File: config.mk
export PLATFORM = sky130hd
export DESIGN_NAME = ctf2d_vec_cell
export DESIGN_NICKNAME = d
export VERILOG_FILES = /design/src/design/ctf2d_pkg.sv /design/src/design/ctf2d_vec_cell.sv
export SDC_FILE = /design/constraint.sdc
export NUM_CORES = 1
export LEC_CHECK = 0
export BUFFER_PORTS_ARGS = -buffer_cell sky130_fd_sc_hd__buf_2
export CORE_AREA = 2 2 170 172
export DETAILED_ROUTE_END_ITERATION = 7
export DIE_AREA = 0 0 172 174
export PLACE_DENSITY = 0.6
export SETUP_SLACK_MARGIN = 0.5
export SYNTH_ARGS = -nofsm -noshare
export SYNTH_HDL_FRONTEND = slang
export SYNTH_SLANG_ARGS = --single-unit
File: constraint.sdc
create_clock -name clk_i -period 0.8 [get_ports clk_i]
set_input_delay 0.16 -clock clk_i [delete_from_list [all_inputs] [get_ports clk_i]]
set_output_delay 0.16 -clock clk_i [all_outputs]
set_load 0.005 [all_outputs]
File: src/design/ctf2d_pkg.sv
// ctf2d_pkg: shared types and constants for the 2d contrast transfer function block
// no dependencies; used by the cordic cells, the rotator and the top level
package ctf2d_pkg;

  // configuration register indexes
  typedef enum logic [2:0] {
    REG_K1_SCALED     = 3'd0,
    REG_K2_SCALED     = 3'd1,
    REG_DEFOCUS_MAJOR = 3'd2,
    REG_DEFOCUS_MINOR = 3'd3,
    REG_ASTIG_ANGLE   = 3'd4,
    REG_PHASE_OFFSET  = 3'd5,
    REG_SINE_WEIGHT   = 3'd6,
    REG_COSINE_WEIGHT = 3'd7
  } cfg_reg_e;

  localparam int MAX_STEPS = 24;

  // vectoring datapath: x and y hold index << 24 with gain growth
  localparam int VEC_W = 36;
  // angle accumulators, binary turns plus headroom
  localparam int ANG_W = 34;
  // rotating datapath, q30
  localparam int ROT_W = 34;

  localparam logic signed [ROT_W-1:0] CORDIC_GAIN_Q30 = 34'sd652032874;
  localparam logic [31:0] RAD24_TO_TURN_Q26 = 32'd2734261103;

  // atan(2^-k) in binary turns, 2^32 = 2 pi
  localparam logic [31:0] ATAN_TURNS [MAX_STEPS] = '{
    32'h20000000, 32'h12E4051E, 32'h09FB385B, 32'h051111D4,
    32'h028B0D43, 32'h0145D7E1, 32'h00A2F61E, 32'h00517C55,
    32'h0028BE53, 32'h00145F2F, 32'h000A2F98, 32'h000517CC,
    32'h00028BE6, 32'h000145F3, 32'h0000A2F9, 32'h0000517C,
    32'h000028BE, 32'h0000145F, 32'h00000A2F, 32'h00000517,
    32'h0000028B, 32'h00000145, 32'h000000A2, 32'h00000051
  };

endpackage

File: src/design/ctf2d_vec_cell.sv
// ctf2d_vec_cell: one vectoring cordic iteration with its output register
// depends on ctf2d_pkg
module ctf2d_vec_cell #(
  parameter int K = 0
) (
  input  logic                                  clk_i,
  input  logic                                  rst_ni,
  input  logic                                  en_i,
  input  logic                                  vld_i,
  input  logic signed [ctf2d_pkg::VEC_W-1:0]    x_i,
  input  logic signed [ctf2d_pkg::VEC_W-1:0]    y_i,
  input  logic signed [ctf2d_pkg::ANG_W-1:0]    z_i,
  output logic                                  vld_o,
  output logic signed [ctf2d_pkg::VEC_W-1:0]    x_o,
  output logic signed [ctf2d_pkg::VEC_W-1:0]    y_o,
  output logic signed [ctf2d_pkg::ANG_W-1:0]    z_o
);

  logic signed [ctf2d_pkg::VEC_W-1:0] dx, dy, x_d, y_d, x_q, y_q;
  logic signed [ctf2d_pkg::ANG_W-1:0] at, z_d, z_q;
  logic vld_q;

  assign dx = y_i >>> K;
  assign dy = x_i >>> K;
  assign at = signed'({{(ctf2d_pkg::ANG_W-32){1'b0}}, ctf2d_pkg::ATAN_TURNS[K]});

  always_comb begin
    if (y_i > 0) begin
      x_d = x_i + dx;
      y_d = y_i - dy;
      z_d = z_i + at;
    end else begin
      x_d = x_i - dx;
      y_d = y_i + dy;
      z_d = z_i - at;
    end
  end

  always_ff @(posedge clk_i or negedge rst_ni) begin
    if (!rst_ni) begin
      vld_q <= 1'b0;
    end else if (en_i) begin
      vld_q <= vld_i;
    end
  end

  always_ff @(posedge clk_i) begin
    if (en_i) begin
      x_q <= x_d;
      y_q <= y_d;
      z_q <= z_d;
    end
  end

  assign vld_o = vld_q;
  assign x_o   = x_q;
  assign y_o   = y_q;
  assign z_o   = z_q;

endmodule

# Yosys cells after proc, flatten, opt, wreduce, memory -nomap -nowiden

Cells that the tools add are included.
W data, S select, Z words.

Word-level logic and storage cells: 13
Register bits after elaboration: 107
Input port bits: 110
Output and inout port bits: 107

Order comparisons: 1
Add/sub/neg operators: 5
Mux-type cells: 3

Operator list:

| cell                     | count |
|---|---|
| $mux W36                 | 2 |
| $sub A36 B36 Y36         | 2 |
| $add A36 B36 Y36         | 1 |
| $gt A36 B1 Y1 const B    | 1 |
| $add A34 B31 Y34 const B | 1 |
| $mux W34                 | 1 |
| $sub A34 B31 Y34 const B | 1 |

# Longest topological paths before layout

Gate-level depths: netlist (run 1).

Depth in word-level cells: 2
Mapped depth: 12
Mapped depth without buffers: 12

# Least setup slack after synthesis (run 1)

Ideal clock, no wire load.

Path kind: input to register
From: input x_i[0] (netlist bit)
To: register y_q (netlist bit y_o[32]), data pin
Path buffers: 0
Library setup time: 0.270 ns
Stages: 11
Path slack: -1.999 ns
Data required time: 0.530 ns
Arrival: 2.529 ns
Path through: ha_1 > fa_1 > nor3b_1 > o311ai_2 > a211oi_2 > nor3_2 > o41ai_4 > a221oi_2 > o31ai_1 > o21ai_0 > xor2_1

Cells in the longest elaborated chain, start to end: 2
Elaborated cells between the ends (all ways): 3
Classes of those cells: 2 x add/sub; 1 x mux

RTL lines:

| item                                                        | RTL line                                   | text |
|---|---|---|
| start, declared                                             | ctf2d_vec_cell.sv:10                       | `input logic signed [ctf2d_pkg::VEC_W-1:0] x_i,` |
| $add A36 B36 Y36 / $sub A36 B36 Y36 (equally long branches) | ctf2d_vec_cell.sv:34, ctf2d_vec_cell.sv:30 |  |
| $mux W36 (*)                                                | ctf2d_vec_cell.sv:28                       | `if (y_i > 0) begin` |
| named net y_d, one bit                                      | ctf2d_vec_cell.sv:19                       | `logic signed [ctf2d_pkg::VEC_W-1:0] dx, dy, x_d, y_d, x_q, y_q;` |
| end signal, assigned                                        | ctf2d_vec_cell.sv:50                       | `y_q <= y_d;` |
| end, declared                                               | ctf2d_vec_cell.sv:19                       |  |

Mark *: on every way through the listed nets, which the timed path passes. The rest lies on a longest branch.
A chain may end at the register's enable or synchronous reset.

# Final worst setup path (run 1)

From: input x_i[13] (netlist bit)
To: register y_q (netlist bit y_o[33]), data pin

Same word-level chain as after synthesis.

==> reports/qor.csv, run 1 <==
stage,metric,value,unit
critical_path,required,0.93,ns
drt,first_pass_iters,5,
cts,clkSlewWorstSetupHoldPaths,0.08,ns
yosys,synth_edf_count,105,
critical_path,max_stage_delay,0.36,ns
yosys,synth.avg_cell_area,8.91,um^2
global_route,grt_max_degree,19,
global_route,grtUsageTotal,27.8,%
global_route,use_met3,3.96,%
cts,cts_tree,built,
pwr,ir_worst_vdd,1.18,mV
layout,final_common_cell,buf_4,
cts,cts_made_buffers,9,
layout,fin_nets,2046,
global_route,met1_usage,36.9,%
timing,tightestPinTransition,0.609,ns
timing,fin_ws,-1.76,ns
global_route,grt_overflow_total,0,
yosys,synth.cell_area,0.00973,mm^2
placed_design,place_congestion,0.958,
drt,viasPerCell,5.36,
timing,setup_violations,181,
die,floorplan.initialDensity,34.5,%
pwr,power,25.1,mW
critical_path,cp.arrival,2.68,ns
drt,drt-total-wl,45200,um
global_route,grt_pass1_vias,11460,
timing,finalCritPeriodShare,320,%
critical_path,crit_slowest_cell,a311o_1,
critical_path,crit_chain,buf_12 > inv_12 > ha_4 > nor2b_4 > o31a_1 > or2_1 > a22o_4 > o311ai_4 > nand2_2 > a311o_1 > a22o_1 > xnor2_1,
timing,max_freq,391,MHz
timing,final_max_slew_viol_count,0,
pwr,p_leak,8.41,nW
layout,design_area,0.0187,mm^2
die,ios,217,
layout,diodes,0,
critical_path,cp_top_family,compound AO/OA/AOI/OAI gates,
die,fp.dieW,172,um
timing,worst_hold_slack,-0.0375,ns
critical_path,crit_type,in -> reg,
layout,final_cell_mix,"buf_4, buf_2, edfxtp_1, buf_6, inv_1",
global_route,grt_pass1_wl,63600,um
outcome,status,finished with violations,
die,die_area,0.0299,mm^2
critical_path,start_kind,input pin,
global_route,grtUsageMet2,45.7,%
timing,finClkSkew,0,ns
drt,wl_per_cell,20.4,um
yosys,syn_inst,1092,
min_path,hp-class,in -> reg,
layout,drive_gt1_share,59.9,%
placed_design,placed_area,0.0150,mm^2
drt,drc,0,
yosys,ys_async_sr_fraction,0.943,%
critical_path,r2r_start,vld_o$_DFFE_PN0P_,
die,rows,62,
pwr,p_per_area,1340,mW/mm^2
timing,slew-limit-headroom,59.1,%
min_path,hold_start,z_i[3],
drt,routed-via-count,11860,
drt,first_iter_violations,927,
global_route,antenna_found_initial,1,
global_route,busiest_layer,met2,
cts,cts-root-buf,clkbuf_16,
die,fp.coreArea,0.0282,mm^2
die,die_y,174,um
critical_path,crit_path_end_kind,flop,
placed_design,dp.final_hpwl,31200,um
critical_path,startpoint,x_i[13],
yosys,synth-main-ff-cell,edfxtp_1,
yosys,ys_seq_area_share,32.6,%
cts,clock-sinks,106,
layout,areaGrowthSynthToFinish,92.5,%
drt,drtAntennaViolNets,0,
critical_path,worstPathMaxFanout,5,
placed_design,preCtsSetupSlack,-2.24,ns
cts,clkLatencyLatePin,0.36,ns
placed_design,port_buffers,216,
timing,hold_viol,29,
yosys,yosysWarnings,0,
cts,ctsHoldBuffers,1,
cts,cts_buffer_depth,2,
timing,rsz0062_at_grt,true,
run,max_cap_violations,0,
yosys,ys_ff_latch,106,
yosys,netlist-cell-type-count,85,
outcome,failed_checks,"hold timing, setup timing",
yosys,synth.net_count,1314,
timing,fin_crit,2.56,ns
critical_path,path_buf_inv,2,
cts,htree_levels,3,
[worst paths after layout]
| kind | endpoint | depth (start not counted) | slack (ns) |
|---|---|---|---|
| max in group asynchronous | vld_o$_DFFE_PN0P_ | 2 | 0.61 |
| min | z_o[3]$_DFFE_PP_ | 1 | -0.04 |
| max reg2reg | vld_o$_DFFE_PN0P_ | 1 | 0.05 |
| min in group asynchronous | vld_o$_DFFE_PN0P_ | 2 | 0.10 |
| min reg2reg | vld_o$_DFFE_PN0P_ | 1 | 0.52 |
| max | y_o[33]$_DFFE_PP_ | 12 | -1.76 |
[where the power goes]
part	leakage, nW	switching [mW]	internal (mW)
clock	0.131	2.28	2.16
sequential	1.04	0.216	7.16
combinational	7.24	6.51	6.76
[sequential cells by signal (all words and copies together), names as in the netlist]
register	cells
x_o	36
y_o	35
z_o	34
vld_o	1
[through the flow]
step	utilization, %	setup TNS [ns]	instances
6_report	66.4	-130.15	2213
5_1_grt	66.4	-136.96	2213
4_1_cts	61.6	-126.46	2158
3_5_place_dp	53.1	-153.17	2082
3_3_place_gp	53.1	-150.27	2082
2_1_floorplan	-	-95.30	1092
[layout make-up]
class / count / area, um^2
clock inverters: 6 / 48.8
fillers: 2209 / 9500
flip-flops and latches: 106 / 3180
multi-input cells: 832 / 7950
well taps: 384 / 480
inverters: 105 / 449
repair buffers: 770 / 6410
clock buffers: 10 / 229
[logic make-up (layout without fill, tap and decap cells)]
group           after synthesis  count (layout)  synth area share [%]
flops                       106             106                  32.6
fa+ha+maj                   112             112                  14.7
simple gates                256             256                  13.0
xor+xnor                     72              72                  6.48
buf+inv                     154             891                  6.34
mux                          15              15                  1.56
compound gates              377             377                  25.3
[synth_stat cells (3+ instances only)]
library cell  number  share of area, %
o21bai_1          20               1.5
xnor2_1           65               5.8
a21oi_1          124               6.4
nand3b_1           4              0.31
buf_1              8              0.31
xor2_1             7              0.63
nor2b_1           14              0.90
or3_1              3              0.19
edfxtp_1         105                32
nor3_1            18              0.93
o221ai_1           3              0.27
and3_1             6              0.39
o21a_1            17               1.3
o41ai_1            4              0.36
nor3b_1            5              0.39
a31o_2             4              0.36
ha_1             108                14
o211ai_1          13               1.0
o2111ai_1          4              0.36
a21o_1            28               2.2
inv_1            102               3.9
buf_2             12              0.62
o31ai_1           13               1.0
nand4_1           11              0.71
o311ai_0           3              0.27
nand3_1           17              0.87
clkbuf_1          23              0.89
nand2_1           52               2.0
a2111oi_0          3              0.27
and2_1             7              0.45
nor4_1            16               1.0
buf_4              4              0.31
fa_1               4              0.82
nor2_1            82               3.2
o21ai_0           77               4.0
o31a_1             5              0.45
mux2i_1           14               1.4
nand2b_1           7              0.45
a211oi_1           7              0.54
a31oi_1           15              0.96
[per-layer routing]
layer  vias to the layer above  part of all wire, %
li1                       5445                    -
met1                      5708                   42
met5                         -                    0
met2                       577                   47
met4                         0                  4.4
met3                       130                  6.9
[repair_timing]
item                                    4_1_cts  5_1_grt
setup buffers                                44       52
cloned                                       15        3
pin swaps                                   114      118
hold endpoints to repair                     30       29
gates resized for setup                     310      194
endpoints found under the setup margin      288      288
(Power assumes the default switching activity.)
==> run 2: changes to the inputs <==
==> constraint.sdc (replaced) <==
create_clock -name clk_i -period 0.8 [get_ports clk_i]
set_input_delay 0.16 -clock clk_i [delete_from_list [all_inputs] [get_ports clk_i]]
set_output_delay 0.16 -clock clk_i [all_outputs]
set_load 0.1 [all_outputs]
==> run 2 against run 1 <==
Compared with the run above: the flow still finishes with violations (hold timing, setup timing); via count down 0.14%; register-to-register slack got worse by 0.11 ns; sequential cell count unchanged; global-route usage rose by 0.097 points; sequential power increased by 6.9%; critical path depth rose by 1; non-clock buffer count rose by 4; worst hold slack gained 0.0011 ns; design area up 8.4%; core utilization grew 5.6 points; critical path type unchanged; largest power group unchanged.
==> reports/qor.csv, run 2 (synthesis results as in run 1) <==
stage,metric,value,unit,change
cts,ctsHoldBuffers,1,,unchanged
timing,max_freq,390,MHz,was 391 MHz
pwr,p_per_area,1650,mW/mm^2,was 1340 mW/mm^2
cts,clkSlewWorstSetupHoldPaths,0.08,ns,about the same
timing,slew-limit-headroom,58.1,%,was 59.1%
cts,htree_levels,3,,unchanged
critical_path,max_stage_delay,0.42,ns,was 0.36 ns
die,fp.dieW,172,um,unchanged
global_route,grt_pass1_wl,64400,um,was 63600 um
critical_path,crit_path_end_kind,flop,,unchanged
global_route,grt_overflow_total,0,,unchanged
layout,final_common_cell,buf_4,,unchanged
placed_design,place_congestion,0.952,,was 0.958
outcome,failed_checks,"hold timing, setup timing",,unchanged
drt,drc,0,,unchanged
timing,worst_hold_slack,-0.0364,ns,was -0.0375 ns
drt,drtAntennaViolNets,0,,unchanged
die,die_y,174,um,unchanged
timing,fin_crit,2.57,ns,was 2.56 ns
pwr,ir_worst_vdd,1.10,mV,was 1.18 mV
timing,setup_violations,182,,was 181
cts,clkLatencyLatePin,0.37,ns,was 0.36 ns
timing,final_max_slew_viol_count,0,,unchanged
timing,finClkSkew,0,ns,unchanged
outcome,status,finished with violations,,unchanged
die,floorplan.initialDensity,34.5,%,unchanged
placed_design,port_buffers,216,,unchanged
cts,cts_tree,built,,unchanged
drt,first_iter_violations,977,,was 927
run,max_cap_violations,0,,unchanged
drt,routed-via-count,11843,,was 11860
global_route,grt_pass1_vias,11837,,was 11460
critical_path,crit_slowest_cell,o41a_1,,was a311o_1
pwr,p_leak,9.02,nW,was 8.41 nW
placed_design,dp.final_hpwl,32400,um,was 31200 um
critical_path,required,0.93,ns,about the same
critical_path,crit_chain,buf_8 > ha_4 > buf_6 > nor2b_4 > o31a_1 > o41a_1 > a31oi_1 > buf_4 > a221o_1 > o22ai_1 > o21ai_1 > o21ai_2 > xor2_1,,was buf_12 > inv_12 > ha_4 > nor2b_4 > o31a_1 > or2_1 > a22o_4 > o311ai_4 > nand2_2 > a311o_1 > a22o_1 > xnor2_1
cts,cts-root-buf,clkbuf_16,,unchanged
placed_design,preCtsSetupSlack,-2.24,ns,about the same
critical_path,start_kind,input pin,,unchanged
timing,fin_ws,-1.77,ns,was -1.76 ns
die,die_area,0.0299,mm^2,unchanged
timing,hold_viol,29,,unchanged
cts,clock-sinks,106,,unchanged
critical_path,cp.arrival,2.69,ns,was 2.68 ns
drt,first_pass_iters,5,,unchanged
layout,fin_nets,2050,,was 2046
die,ios,217,,unchanged
min_path,hp-class,in -> reg,,unchanged
layout,drive_gt1_share,59.1,%,was 59.9%
layout,final_cell_mix,"buf_4, buf_12, edfxtp_1, buf_6",,"was buf_4, buf_2, edfxtp_1, buf_6, inv_1"
layout,num-fill-cells,1965,,was 2209
timing,finalCritPeriodShare,321,%,was 320%
drt,wl_per_cell,20.4,um,about the same
cts,cts_made_buffers,9,,unchanged
pwr,power,33.6,mW,was 25.1 mW
cts,cts_buffer_depth,2,,unchanged
die,rows,62,,unchanged
layout,areaGrowthSynthToFinish,109,%,was 92.5%
drt,drt-total-wl,45200,um,about the same
timing,finalSetupTns,-146.42,ns,was -130.15 ns
layout,largest_reg_flops,36,,unchanged
timing,rsz0062_at_grt,true,,unchanged
timing,tightestPinTransition,0.623,ns,was 0.609 ns
drt,viasPerCell,5.34,,was 5.36
global_route,grtUsageTotal,27.9,%,was 27.8%
critical_path,crit_type,in -> reg,,unchanged
critical_path,worstPathMaxFanout,3,,was 5
global_route,antenna_found_initial,1,,unchanged
critical_path,timing.reg2reg.setup_slack,-0.06,ns,was 0.05 ns
die,fp.coreArea,0.0282,mm^2,unchanged
global_route,grt_max_degree,36,,was 19
-- run 2: changes by cell type in the layout (fill, tap and decap cells not counted), moves of 7 or more --
cell | previous run | this run
buf_16 | 18 | 9
buf_6 | 96 | 89
buf_2 | 189 | 81
ha_1 | 74 | 82
buf_12 | 18 | 131
buf_8 | 13 | 20
-- run 2: stage by stage --
| step | util, % | hold slack [ns] | instance area, um^2 | cells |
|---|---|---|---|---|
| 5_1_grt | 71.9 | -0.0511 | 20300 | 2217 |
| 2_1_floorplan | - | -0.136 | 10500 | 1092 |
| 3_5_place_dp | 58.9 | -0.0641 | 16600 | 2081 |
| 3_3_place_gp | 58.9 | -0.0647 | 16600 | 2081 |
| 4_1_cts | 67.7 | -0.0489 | 19100 | 2176 |
| 6_report | 71.9 | -0.0364 | 20300 | 2218 |
-- run 2: path summary, 6_finish.rpt --
path / startpoint / cells past startpoint / end
min: z_i[8] / 1 / z_o[8]$_DFFE_PP_
max in group asynchronous: rst_ni / 2 / vld_o$_DFFE_PN0P_
min in group asynchronous: rst_ni / 2 / vld_o$_DFFE_PN0P_
max: y_i[2] / 13 / y_o[32]$_DFFE_PP_
max reg2reg: vld_o$_DFFE_PN0P_ / 1 / vld_o$_DFFE_PN0P_
min reg2reg: vld_o$_DFFE_PN0P_ / 1 / vld_o$_DFFE_PN0P_
-- run 2: layout make-up --
cell class	instances	area (um^2)	area share (%)
repair buffers	774	8090	39.8
multi-input cells	832	7810	38.5
flip-flops and latches	106	3180	15.7
well taps	384	480	2.37
inverters	105	462	2.27
clock buffers	10	229	1.13
clock inverters	6	50.0	0.246
diodes	1	2.50	0.0123
-- run 2: critical path: cells and delay by family --
family / cells / cell delay, ns
xor gates and xnor gates: 1 / 0.17
AOI/OAI and AO/OA: 7 / 1.59
and+or+nand+nor: 1 / 0.12
buffers and inverters: 3 / 0.40
adders and majority gates: 1 / 0.24
-- run 2: power by group --
group	leakage, nW	total [mW]	internal, mW	switching (mW)
logic	7.84	21.2	9.15	12.1
clock network	0.135	4.45	2.16	2.29
registers	1.04	7.89	7.22	0.671
total	9.02	33.6	18.5	15.0
-- run 2: repair_timing --
item,CTS,global route
pin swaps,133,100
gates resized for setup,318,160
endpoints found under the setup margin,288,288
gates cloned,9,9
setup buffers,69,32
hold endpoints to repair,30,29
-- run 2: per-layer routing --
| layer | global-route usage, % | vias up | routed length [um] |
|---|---|---|---|
| li1 | - | 5455 | - |
| met1 | 35.5 | 5667 | 18000 |
| met2 | 47.6 | 588 | 21600 |
| met3 | 5.28 | 133 | 3530 |
| met4 | 8.89 | 0 | 2030 |
| met5 | 0 | - | 0 |
==> run 3: changes to the inputs <==
==> constraint.sdc (replaced) <==
create_clock -name clk_i -period 0.8 [get_ports clk_i]
set_input_delay 0.04 -clock clk_i [delete_from_list [all_inputs] [get_ports clk_i]]
set_output_delay 0.04 -clock clk_i [all_outputs]
set_load 0.1 [all_outputs]
==> run 3 against run 2 <==
Compared with the run above: the run still ends with hold timing, setup timing left; clock-buffer cell count unchanged; register-to-register slack about the same; largest cell class is now multi-input gates; worst setup slack better by 0.078 ns; critical endpoint is now y_o[28]$_DFFE_PP_; sequential power about the same; total power down 2.1%; core utilization down 2.2 points; critical path type unchanged.
==> reports/qor.csv, run 3 (synthesis results as in run 1) <==
stage,metric,value,unit,change
cts,cts_made_buffers,9,,unchanged
cts,clkSlewWorstSetupHoldPaths,0.07,ns,was 0.08 ns
layout,drive_gt1_share,56.6,%,was 59.1%
placed_design,preCtsSetupSlack,-2.08,ns,was -2.24 ns
cts,htree_levels,3,,unchanged
die,fp.coreArea,0.0282,mm^2,unchanged
die,die_area,0.0299,mm^2,unchanged
placed_design,place_congestion,0.955,,was 0.952
critical_path,cp_top_family,compound AO/OA/AOI/OAI gates,,unchanged
global_route,antenna_found_initial,1,,unchanged
cts,ctsHoldBuffers,1,,unchanged
drt,drt-total-wl,43300,um,was 45200 um
critical_path,start_kind,input pin,,unchanged
critical_path,crit_path_end_kind,flop,,unchanged
pwr,p_per_area,1670,mW/mm^2,was 1650 mW/mm^2
critical_path,required,0.92,ns,was 0.93 ns
die,fp.dieW,172,um,unchanged
critical_path,worst-path-stages,15,,was 13
layout,final_common_cell,buf_4,,unchanged
global_route,grt_pass1_wl,62600,um,was 64400 um
layout,areaGrowthSynthToFinish,102,%,was 109%
pwr,p_seq_share,24.0,%,was 23.5%
critical_path,worstReg2RegEnd,vld_o$_DFFE_PN0P_,,unchanged
pwr,p_switching,14.7,mW,was 15.0 mW
timing,rsz0062_at_grt,true,,unchanged
layout,seqCellArea,0.00318,mm^2,unchanged
drt,routed-via-count,11604,,was 11843
critical_path,r2r_start,vld_o$_DFFE_PN0P_,,unchanged
die,ios,217,,unchanged
global_route,grtUsageTotal,27.3,%,was 27.9%
outcome,status,finished with violations,,unchanged
drt,first_pass_iters,7,,was 5
timing,max_freq,402,MHz,was 390 MHz
die,die_y,174,um,unchanged
global_route,grt_overflow_total,0,,unchanged
layout,multiInputGateArea,0.00766,mm^2,was 0.00781 mm^2
pwr,p_leak,8.77,nW,was 9.02 nW
min_path,hp-class,in -> reg,,unchanged
drt,drc,0,,unchanged
cts,cts-root-buf,clkbuf_16,,unchanged
placed_design,port_buffers,216,,unchanged
cts,cts_buffer_depth,2,,unchanged
timing,fin_ws,-1.69,ns,was -1.77 ns
critical_path,max_stage_delay,0.41,ns,was 0.42 ns
pwr,p_clk_share,13.1,%,was 13.2%
cts,clkLatencyLatePin,0.36,ns,was 0.37 ns
cts,cts_tree,built,,unchanged
critical_path,worstPathMaxFanout,3,,unchanged
pwr,combPwrFrac,62.8,%,was 63.2%
critical_path,crit_chain,buf_8 > inv_4 > ha_4 > fa_2 > nor2b_4 > o31a_1 > o41a_1 > a31oi_1 > buf_4 > a221o_1 > buf_4 > o21a_1 > nor2_1 > a31oi_1 > xnor2_1,,was buf_8 > ha_4 > buf_6 > nor2b_4 > o31a_1 > o41a_1 > a31oi_1 > buf_4 > a221o_1 > o22ai_1 > o21ai_1 > o21ai_2 > xor2_1
drt,first_iter_violations,991,,was 977
drt,wl_per_cell,19.7,um,was 20.4 um
run,max_cap_violations,0,,unchanged
critical_path,startpoint,y_i[0],,was y_i[2]
die,rows,62,,unchanged
critical_path,path_buf_inv,4,,was 3
timing,worst_hold_slack,-0.153,ns,was -0.0364 ns
global_route,grt_max_degree,28,,was 36
die,floorplan.initialDensity,34.5,%,unchanged
layout,final_cell_mix,"buf_4, buf_12, edfxtp_1, buf_2, ha_1",,"was buf_4, buf_12, edfxtp_1, buf_6"
timing,finClkSkew,0,ns,unchanged
critical_path,reg2regPathDepth,1,,unchanged
timing,final_max_slew_viol_count,0,,unchanged
layout,largest_reg_flops,36,,unchanged
critical_path,cp.arrival,2.61,ns,was 2.69 ns
timing,setup_violations,182,,unchanged
drt,drtAntennaViolNets,0,,unchanged
cts,clock-sinks,106,,unchanged
critical_path,crit_type,in -> reg,,unchanged
pwr,ir_worst_vdd,1.28,mV,was 1.10 mV
timing,slew-limit-headroom,56.4,%,was 58.1%
timing,hold_viol,31,,was 29
layout,num-fill-cells,2083,,was 1965
timing,tightestPinTransition,0.648,ns,was 0.623 ns
placed_design,dp.final_hpwl,31600,um,was 32400 um
critical_path,crit_slowest_cell,a221o_1,,was o41a_1
drt,viasPerCell,5.29,,was 5.34
timing,fin_crit,2.49,ns,was 2.57 ns
pwr,p_int,18.2,mW,was 18.5 mW
layout,fin_nets,2027,,was 2050
global_route,grt_pass1_vias,11365,,was 11837
pwr,netSwitchingFraction,44.8,%,about the same
layout,post-route-util,69.7,%,was 71.9%
critical_path,crit_end,y_o[28]$_DFFE_PP_,,was y_o[32]$_DFFE_PP_
critical_path,timing.reg2reg.setup_slack,-0.06,ns,about the same
outcome,failed_checks,"hold timing, setup timing",,unchanged
timing,finalCritPeriodShare,311,%,was 321%
==> run 3: changes by cell type in the layout (fill, tap and decap cells not counted), moves of 5 or more <==
cell	before	now
buf_2	81	89
buf_4	434	443
nor2b_1	3	8
buf_8	20	13
xnor2_2	15	10
xnor2_1	50	55
buf_12	131	124
nand2_2	9	2
buf_6	89	64
a21oi_2	35	26
nor2b_2	6	1
a21oi_4	14	19
==> run 3: repair_timing <==
action	4_1_cts	5_1_grt
pin swaps	117	104
cloned	11	5
setup endpoints to repair	288	273
setup buffers	55	28
hold endpoints to repair	31	31
resized for setup	229	162
==> run 3: per-stage QoR <==
step	cell area (um^2)	total power [mW]	instances	setup TNS [ns]	hold WS, ns
3_3_place_gp	16600	25.8	2078	-135.89	-0.185
4_1_cts	18700	31.7	2160	-120.04	-0.165
2_1_floorplan	10500	17.9	1092	-102.29	-0.256
5_1_grt	19700	34.0	2193	-130.60	-0.164
3_5_place_dp	16600	26.0	2078	-137.36	-0.184
6_report	19700	32.9	2194	-123.97	-0.153
==> run 3: power by group through the flow <==
stage               sequential [mW]  combinational [mW]  clock (mW)
floorplan                      13.3                4.62           0
global route                   7.97                21.4        4.59
detailed placement             8.03                17.9           0
finish                         7.90                20.7        4.32
global placement               8.01                17.8           0
CTS                            7.92                19.4        4.41
==> run 3: area by class of cell <==
class	instances	area share, %
Timing Repair Buffer	751	38.8
Antenna cell	1	0.0127
Sequential cell	106	16.2
Tap cell	384	2.44
Multi-Input combinational cell	832	38.9
Inverter	105	2.29
Clock inverter	5	0.197
Clock buffer	10	1.16
==> run 3: routing by layer <==
| layer | track usage, % | up-vias | wire length [um] |
|---|---|---|---|
| met3 | 4.05 | 106 | 3010 |
| met5 | 0 | - | 0 |
| met1 | 36.0 | 5565 | 17900 |
| met4 | 10.6 | 0 | 1650 |
| met2 | 44.9 | 531 | 20700 |
| li1 | - | 5402 | - |
==> run 3: worst min path at each step <==
stage | slack, ns | end | startpoint | cells past startpoint
5_1_grt | -0.16 | z_o[10]$_DFFE_PP_ | z_i[10] | 1
4_1_cts | -0.17 | z_o[26]$_DFFE_PP_ | z_i[26] | 1
3_5_place_dp | -0.18 | vld_o$_DFFE_PN0P_ | rst_ni | 1
6_report | -0.15 | z_o[16]$_DFFE_PP_ | z_i[16] | 1
3_3_place_gp | -0.19 | vld_o$_DFFE_PN0P_ | rst_ni | 1
2_1_floorplan | -0.26 | vld_o$_DFFE_PN0P_ | rst_ni | 0
